`src/sv/sedc_pkg.sv`:
```
// Shared types and constants for the sorted edge dedup / CSR builder.
// Used by every module of the block; depends on nothing.
package sedc_pkg;

    localparam int unsigned VID_W     = 32;
    localparam int unsigned CNT_W     = 25;
    localparam int unsigned MAX_EDGES = 16777216;
    localparam logic [CNT_W-1:0] MAX_KEPT = CNT_W'(MAX_EDGES);
    localparam int unsigned QDEPTH    = 4;

    typedef enum logic [1:0] {
        ARR_COLUMN  = 2'd0,
        ARR_ROW     = 2'd1,
        ARR_POINTER = 2'd2
    } arr_t;

    typedef struct packed {
        logic [VID_W-1:0] source_vertex;
        logic [VID_W-1:0] dest_vertex;
        logic             final_edge;
    } edge_t;

    typedef struct packed {
        arr_t             target_array;
        logic [CNT_W-1:0] entry_index;
        logic [VID_W-1:0] entry_value;
        logic             order_error;
        logic             end_of_run;
    } result_t;

    // One classified edge: what the back end has to write for it
    typedef struct packed {
        logic [VID_W-1:0] src;
        logic [VID_W-1:0] dst;
        logic [CNT_W-1:0] row_idx;
        logic [CNT_W-1:0] kept;
        logic             do_row;
        logic             do_col;
        logic             do_close;
        logic             err;
    } cmd_t;

endpackage

```
`src/sv/sedc_front.sv`:
```
// Front end: accepts edges, drops duplicates, flags order errors and tracks counts.
// Depends on sedc_pkg; feeds sedc_queue.
module sedc_front (
    input  logic              aclk,
    input  logic              aresetn,
    input  logic              s_valid,
    output logic              s_ready,
    input  sedc_pkg::edge_t   s_data,
    output logic              q_push,
    input  logic              q_full,
    output sedc_pkg::cmd_t    q_cmd
);

    logic [sedc_pkg::VID_W-1:0] prev_src_reg, prev_src_next;
    logic [sedc_pkg::VID_W-1:0] prev_dst_reg, prev_dst_next;
    logic                       have_prev_reg, have_prev_next;
    logic [sedc_pkg::CNT_W-1:0] kept_reg, kept_next;
    logic [sedc_pkg::CNT_W-1:0] rows_reg, rows_next;

    logic accept, same_src, dup, err, keep, new_row;

    // hold off the sender while in reset
    assign s_ready = aresetn && !q_full;
    assign accept  = s_valid && s_ready;

    always_comb begin
        same_src = have_prev_reg && (s_data.source_vertex == prev_src_reg);
        dup      = same_src && (s_data.dest_vertex == prev_dst_reg);
        err      = have_prev_reg && ((s_data.source_vertex < prev_src_reg) ||
                   (same_src && (s_data.dest_vertex < prev_dst_reg)));
        keep     = !dup && (kept_reg < sedc_pkg::MAX_KEPT);
        new_row  = keep && !same_src;

        q_cmd.src      = s_data.source_vertex;
        q_cmd.dst      = s_data.dest_vertex;
        q_cmd.row_idx  = rows_reg;
        q_cmd.kept     = kept_reg;
        q_cmd.do_row   = new_row;
        q_cmd.do_col   = keep;
        q_cmd.do_close = s_data.final_edge;
        q_cmd.err      = err;
        // drop edges that write nothing
        q_push = accept && (keep || s_data.final_edge);

        prev_src_next  = prev_src_reg;
        prev_dst_next  = prev_dst_reg;
        have_prev_next = have_prev_reg;
        kept_next      = kept_reg;
        rows_next      = rows_reg;
        if (accept) begin
            if (s_data.final_edge) begin
                prev_src_next  = '0;
                prev_dst_next  = '0;
                have_prev_next = 1'b0;
                kept_next      = '0;
                rows_next      = '0;
            end else begin
                prev_src_next  = s_data.source_vertex;
                prev_dst_next  = s_data.dest_vertex;
                have_prev_next = 1'b1;
                kept_next      = kept_reg + sedc_pkg::CNT_W'(keep);
                rows_next      = rows_reg + sedc_pkg::CNT_W'(new_row);
            end
        end
    end

    always_ff @(posedge aclk) begin
        if (!aresetn) begin
            prev_src_reg  <= '0;
            prev_dst_reg  <= '0;
            have_prev_reg <= 1'b0;
            kept_reg      <= '0;
            rows_reg      <= '0;
        end else begin
            prev_src_reg  <= prev_src_next;
            prev_dst_reg  <= prev_dst_next;
            have_prev_reg <= have_prev_next;
            kept_reg      <= kept_next;
            rows_reg      <= rows_next;
        end
    end

endmodule

```
`src/sv/sedc_queue.sv`:
```
// Short command queue between front and back end.
// Depends on sedc_pkg for the command type and depth.
module sedc_queue (
    input  logic            aclk,
    input  logic            aresetn,
    input  logic            push,
    input  sedc_pkg::cmd_t  push_cmd,
    output logic            full,
    output logic            q_valid,
    input  logic            pop_ready,
    output sedc_pkg::cmd_t  head_cmd
);

    localparam int unsigned PTR_W = $clog2(sedc_pkg::QDEPTH);
    localparam int unsigned CNT_QW = $clog2(sedc_pkg::QDEPTH + 1);

    sedc_pkg::cmd_t    slots_reg [sedc_pkg::QDEPTH];
    logic [PTR_W-1:0]  head_reg, head_next;
    logic [PTR_W-1:0]  tail_reg, tail_next;
    logic [CNT_QW-1:0] count_reg, count_next;
    logic              pop;

    assign full     = (count_reg == CNT_QW'(sedc_pkg::QDEPTH));
    assign q_valid  = (count_reg != '0);
    assign head_cmd = slots_reg[head_reg];
    assign pop      = q_valid && pop_ready;

    always_comb begin
        head_next  = head_reg;
        tail_next  = tail_reg;
        count_next = count_reg;
        if (pop) begin
            head_next = (head_reg == PTR_W'(sedc_pkg::QDEPTH - 1)) ? '0 : head_reg + 1'b1;
        end
        if (push) begin
            tail_next = (tail_reg == PTR_W'(sedc_pkg::QDEPTH - 1)) ? '0 : tail_reg + 1'b1;
        end
        if (push && !pop) begin
            count_next = count_reg + 1'b1;
        end else if (pop && !push) begin
            count_next = count_reg - 1'b1;
        end
    end

    always_ff @(posedge aclk) begin
        if (push) begin
            slots_reg[tail_reg] <= push_cmd;
        end
    end

    always_ff @(posedge aclk) begin
        if (!aresetn) begin
            head_reg  <= '0;
            tail_reg  <= '0;
            count_reg <= '0;
        end else begin
            head_reg  <= head_next;
            tail_reg  <= tail_next;
            count_reg <= count_next;
        end
    end

`ifndef SYNTHESIS
    a_count_bound: assert property (@(posedge aclk) disable iff (!aresetn)
        count_reg <= CNT_QW'(sedc_pkg::QDEPTH))
        else $error("queue count beyond depth");
    a_no_overflow: assert property (@(posedge aclk) disable iff (!aresetn)
        push |-> !full)
        else $error("push into full queue");
    a_ptr_gap: assert property (@(posedge aclk) disable iff (!aresetn)
        (count_reg == '0) |-> (head_reg == tail_reg))
        else $error("empty queue with unequal pointers");
`endif

endmodule

```
`src/sv/sedc_back.sv`:
```
// Back end: expands each command into its row, pointer, column and closing words.
// Depends on sedc_pkg; drains sedc_queue and owns the output register.
module sedc_back (
    input  logic              aclk,
    input  logic              aresetn,
    input  logic              q_valid,
    output logic              q_ready,
    input  sedc_pkg::cmd_t    head_cmd,
    output logic              m_valid,
    input  logic              m_ready,
    output sedc_pkg::result_t m_data
);

    sedc_pkg::cmd_t    cur_reg, cur_next;
    logic              cur_valid_reg, cur_valid_next;
    // pending words, bit 0 row, 1 pointer, 2 column, 3 closing pointer
    logic [3:0]        pend_reg, pend_next;
    logic              out_valid_reg, out_valid_next;
    sedc_pkg::result_t out_reg, out_next;

    logic       out_free, emit, last;
    logic [3:0] sel, rest;
    sedc_pkg::result_t word;

    assign m_valid = out_valid_reg;
    assign m_data  = out_reg;

    always_comb begin
        out_free = !out_valid_reg || m_ready;
        emit     = cur_valid_reg && out_free;
        sel      = pend_reg & (~pend_reg + 4'd1);
        rest     = pend_reg & ~sel;
        last     = (rest == 4'd0);
        q_ready  = !cur_valid_reg || (emit && last);

        word.order_error = cur_reg.err;
        word.end_of_run  = last;
        case (sel)
            4'b0001: begin
                word.target_array = sedc_pkg::ARR_ROW;
                word.entry_index  = cur_reg.row_idx;
                word.entry_value  = cur_reg.src;
            end
            4'b0010: begin
                word.target_array = sedc_pkg::ARR_POINTER;
                word.entry_index  = cur_reg.row_idx;
                word.entry_value  = sedc_pkg::VID_W'(cur_reg.kept);
            end
            4'b0100: begin
                word.target_array = sedc_pkg::ARR_COLUMN;
                word.entry_index  = cur_reg.kept;
                word.entry_value  = cur_reg.dst;
            end
            default: begin
                // closing pointer sees the counts after this edge
                word.target_array = sedc_pkg::ARR_POINTER;
                word.entry_index  = cur_reg.row_idx + sedc_pkg::CNT_W'(cur_reg.do_row);
                word.entry_value  = sedc_pkg::VID_W'(cur_reg.kept
                                    + sedc_pkg::CNT_W'(cur_reg.do_col));
            end
        endcase

        out_valid_next = out_valid_reg;
        out_next       = out_reg;
        if (out_free) begin
            out_valid_next = emit;
            out_next       = word;
        end

        cur_next       = cur_reg;
        cur_valid_next = cur_valid_reg;
        pend_next      = pend_reg;
        if (emit) begin
            pend_next = rest;
            if (last) begin
                cur_valid_next = 1'b0;
            end
        end
        if (q_valid && q_ready) begin
            cur_next       = head_cmd;
            cur_valid_next = 1'b1;
            pend_next      = {head_cmd.do_close, head_cmd.do_col,
                              head_cmd.do_row, head_cmd.do_row};
        end
    end

    always_ff @(posedge aclk) begin
        cur_reg <= cur_next;
        out_reg <= out_next;
    end

    always_ff @(posedge aclk) begin
        if (!aresetn) begin
            cur_valid_reg <= 1'b0;
            pend_reg      <= '0;
            out_valid_reg <= 1'b0;
        end else begin
            cur_valid_reg <= cur_valid_next;
            pend_reg      <= pend_next;
            out_valid_reg <= out_valid_next;
        end
    end

`ifndef SYNTHESIS
    a_busy_has_work: assert property (@(posedge aclk) disable iff (!aresetn)
        cur_valid_reg |-> (pend_reg != 4'd0))
        else $error("active command with nothing pending");
    a_idle_no_work: assert property (@(posedge aclk) disable iff (!aresetn)
        !cur_valid_reg |-> (pend_reg == 4'd0))
        else $error("pending words without a command");
    a_one_word: assert property (@(posedge aclk) disable iff (!aresetn)
        cur_valid_reg |-> $onehot(sel))
        else $error("word select not one-hot");
`endif

endmodule

```
`src/sv/sorted_edge_dedup_csr_builder.sv`:
```
// Channel   Dir  Handshake           Word
// s_        in   s_valid / s_ready   sedc_pkg::edge_t   (source, destination, final flag)
// m_        out  m_valid / m_ready   sedc_pkg::result_t (array, index, value, flags)
//
// An edge is taken every cycle while the four-entry command queue has room; the
// back end writes one word per cycle while m_ready is high, so an edge opening a new
// source writes three words, a further kept edge one, and the final edge one more
// for its closing pointer; its first word passes the queue, command and output registers.
// aresetn is synchronous, active low, and returns the block to the empty-list state.
// A stall on m_ready backs up the queue and then s_ready; non-final duplicates need no back-end slot.
module sorted_edge_dedup_csr_builder (
    input  logic              aclk,
    input  logic              aresetn,
    input  logic              s_valid,
    output logic              s_ready,
    input  sedc_pkg::edge_t   s_data,
    output logic              m_valid,
    input  logic              m_ready,
    output sedc_pkg::result_t m_data
);

    logic           q_push, q_full, q_valid, q_ready;
    sedc_pkg::cmd_t q_cmd, head_cmd;

    sedc_front u_front (
        .aclk    (aclk),
        .aresetn (aresetn),
        .s_valid (s_valid),
        .s_ready (s_ready),
        .s_data  (s_data),
        .q_push  (q_push),
        .q_full  (q_full),
        .q_cmd   (q_cmd)
    );

    sedc_queue u_queue (
        .aclk      (aclk),
        .aresetn   (aresetn),
        .push      (q_push),
        .push_cmd  (q_cmd),
        .full      (q_full),
        .q_valid   (q_valid),
        .pop_ready (q_ready),
        .head_cmd  (head_cmd)
    );

    sedc_back u_back (
        .aclk     (aclk),
        .aresetn  (aresetn),
        .q_valid  (q_valid),
        .q_ready  (q_ready),
        .head_cmd (head_cmd),
        .m_valid  (m_valid),
        .m_ready  (m_ready),
        .m_data   (m_data)
    );

endmodule

```
`config.mk`:
```
export PLATFORM = sky130hd
export DESIGN_NAME = sorted_edge_dedup_csr_builder
export DESIGN_NICKNAME = d
export VERILOG_FILES = /design/src/sv/sedc_pkg.sv /design/src/sv/sedc_front.sv /design/src/sv/sedc_queue.sv /design/src/sv/sedc_back.sv /design/src/sv/sorted_edge_dedup_csr_builder.sv
export SDC_FILE = /design/constraint.sdc
export NUM_CORES = 1
export LEC_CHECK = 0
export ABC_CLOCK_PERIOD_IN_PS = 34900
export BUFFER_PORTS_ARGS = -buffer_cell sky130_fd_sc_hd__buf_2
export CAP_MARGIN = 20
export CORE_MARGIN = 2
export CORE_UTILIZATION = 38
export DETAILED_ROUTE_END_ITERATION = 16
export GPL_TIMING_DRIVEN = 0
export SLEW_MARGIN = 5
export SYNTH_ARGS = -nofsm -noshare
export SYNTH_HDL_FRONTEND = slang
export SYNTH_SLANG_ARGS = --single-unit
export TNS_END_PERCENT = 5
```
`constraint.sdc`:
```
create_clock -name aclk -period 34.9 [get_ports aclk]
set_clock_uncertainty 0.1 [all_clocks]
set_input_delay 10.47 -clock aclk [delete_from_list [all_inputs] [get_ports aclk]]
set_output_delay 10.47 -clock aclk [all_outputs]
set_load 0.01 [all_outputs]
```
==> metrics <==
CTS resizes 0; cts hold-fix bufs 0; GRT Total Usage between 10% and 20%; initial antenna violation count 12; Final ANT Viol Nets 0; RSZ-0062 raised after global routing false; most frequent cells in the layout edfxtp_1, a21oi_1, buf_2, dfxtp_1, mux4_2; async set or reset register ratio after synthesis 0%; Gate Count Post-Synth between 2,000 and 2,500; Final TNS setup 0 ps; top cells by area, synth edfxtp_1, mux4_2, dfxtp_1, ha_1, a21oi_1; synth unique cells between 60 and 70; Final Max Slew Viols 0; Die Ht 293.6 um; Slew Limit Headroom 29.30%; Peak supply drop 49.15 uV; post-detail-place hpwl 56,870 um; die area 86,200 um2; clock sink count ~800; pin count of the biggest net entering global routing 63; Synth Area in XOR/XNOR 1.154%; most common cell after layout, fill and taps aside edfxtp_1; Horiz. Die Dim 293.6 um; H-tree depth 3; Crit Path Class input port to primary output; cell leakage power 12.22 nW; Worst-path clk slew ~60 ps; fin crit period 23,700 ps; number of global-route vias before repair 18,610; Std-Cell Rows 106; Req. time, crit path 24,330 ps; status complete, no violations; Net Sw Power 0.0009143 W; Synth top area share 61.25%; Synth Area per Inst 15.31 um2; Clk pwr share 30.9%; Int Pwr 0.002046 W; CTS tree built; Comb power frac 23.2%; layout cells sized above 1 a little under a fifth; number of setup buffers added after CTS 0; switching part of the total 30.89%; initial DRC count 1,901; layout overhead on the synthesized area 16.50%; worst skew pair latency 630 ps; boundary pin count ~130; grt met3 use 3.225%; Final setup viols 0; grt ovf 0; worst hold start u_back.cur_reg[0]; Setup crit start kind input port; number of flops mapped to enable cells by yosys 650; input/output buffers 131; Root Driver clkbuf_16; first-pass GRT wire length 120,500 um; via count 18,950; Most Used Layer, Global Route met2; Starting Density 38.26%; mux share of post-synthesis cell area 9.159%; max-cap viol count 0; Final Hold Viols 0; Residual DRC 0; Worst R2R Start u_front.prev_dst_reg[29]; Tightest Pin Transition 1051 ps; Largest register FFs around 470; Top FF cell, synth edfxtp_1; post-synthesis adder-cell area fraction 3.125%; DR WL/cell 23.57 um; global placer's final weighted congestion 0.8579; Post-Syn Area 31,870 um2; Crit Path Max Fanout 10; final WL 81,560 um; vias per cell 5.476; Seq cells post-synth 780; sequential area share after synthesis 69.41%; Final Util 44.58%; yosys warns 0; nets@finish about 2,500; Num CTS Buffers 81; crit path from aresetn; Fmax achieved ~42 MHz; CP Capture Type primary output; main combinational cell family by area after synthesis multiplexers; worst hold path type register to register; M2 GR Usage 31.10%; Post-Synth Simple-Gate Area slightly below 9%; Synth area leader edfxtp_1; routing usage on met1 25.44%; Max clock buf depth 3; P per Cell Area 79.74 nW/um2; Reg power frac 45.9%; period utilisation layout 67.91%; Compound-Gate Fraction of Synth Area 6.266%; CP arrival 13,130 ps; drt first pass iters 6; Mapped Nets 2,230; Placeable Area roughly 83,000 um2
layer usage:
layer	up-vias	wire, um
met4	18	1927
met2	629	39730
li1	8517	-
met1	9647	34460
met3	136	5330
met5	-	107
cells in the mapped netlist, drive strengths merged, types with 55 or more instances:
cell type	number
edfxtp	650
a21oi	152
dfxtp	130
mux4	118
nor2	97
nand2	87
and3	83
inv	81
nor2b	79
ha	78
o21ai	76
clkbuf	70
nand3	55
kinds of logic (layout without fill, tap and decap cells):
group	Yosys count	in the layout
flip-flops	780	780
AND/OR/NAND/NOR	517	517
AO/OA/AOI/OAI	339	339
buffers and inverters	181	477
multiplexers	144	144
adder cells (fa/ha/maj)	79	79
XOR/XNOR	42	42
other	0	2
power by group through the flow:
stage	Clock, W	Combinational [W]	Sequential (W)
floorplan	0	0.000396	0.00135
global placement	0	0.000647	0.00142
detailed placement	0	0.000691	0.00137
CTS	0.000931	0.000693	0.00136
global route	0.000966	0.000742	0.00137
finish	0.000915	0.000687	0.00136
worst max-delay path: stages:
cell,delay (ps)
buf_2,180
clkbuf_1,700
clkbuf_1,710
clkbuf_1,670
and2_1,250
buf_2,140
metrics by stage:
| stage | setup slack [ps] | instance area (um2) | hold slack, ps | total power, W | std cells |
|---|---|---|---|---|---|
| floorplan | 12890 | 31870 | 300.3 | 0.001747 | 2082 |
| global placement | 11300 | 33880 | 330.2 | 0.002068 | 3293 |
| detailed placement | 11260 | 34260 | 327.0 | 0.002065 | 3307 |
| CTS | 11260 | 37120 | 341.1 | 0.002980 | 3458 |
| global route | 11250 | 37130 | 340.1 | 0.003077 | 3460 |
| finish | 11200 | 37130 | 335.6 | 0.002960 | 3460 |
cell type report:
cell class,count,area (um2)
clock inverter,42,538.0
timing repair buffer,145,1011
multi-input combinational,1121,9079
antenna,2,5.005
tap,1080,1351
sequential,780,22120
clock buffer,109,2326
buffer,99,386.6
fill,7284,46160
inverter,82,310.3
path summary, 6_finish.rpt:
check        slack, ps                   end  cells past startpoint
min                340      u_back.m_data[1]                      0
min reg2reg        340      u_back.m_data[1]                      0
max reg2reg      30610  u_front.kept_reg[24]                     15
max              11200               s_ready                      6
Power figures use the tool's default switching activity.
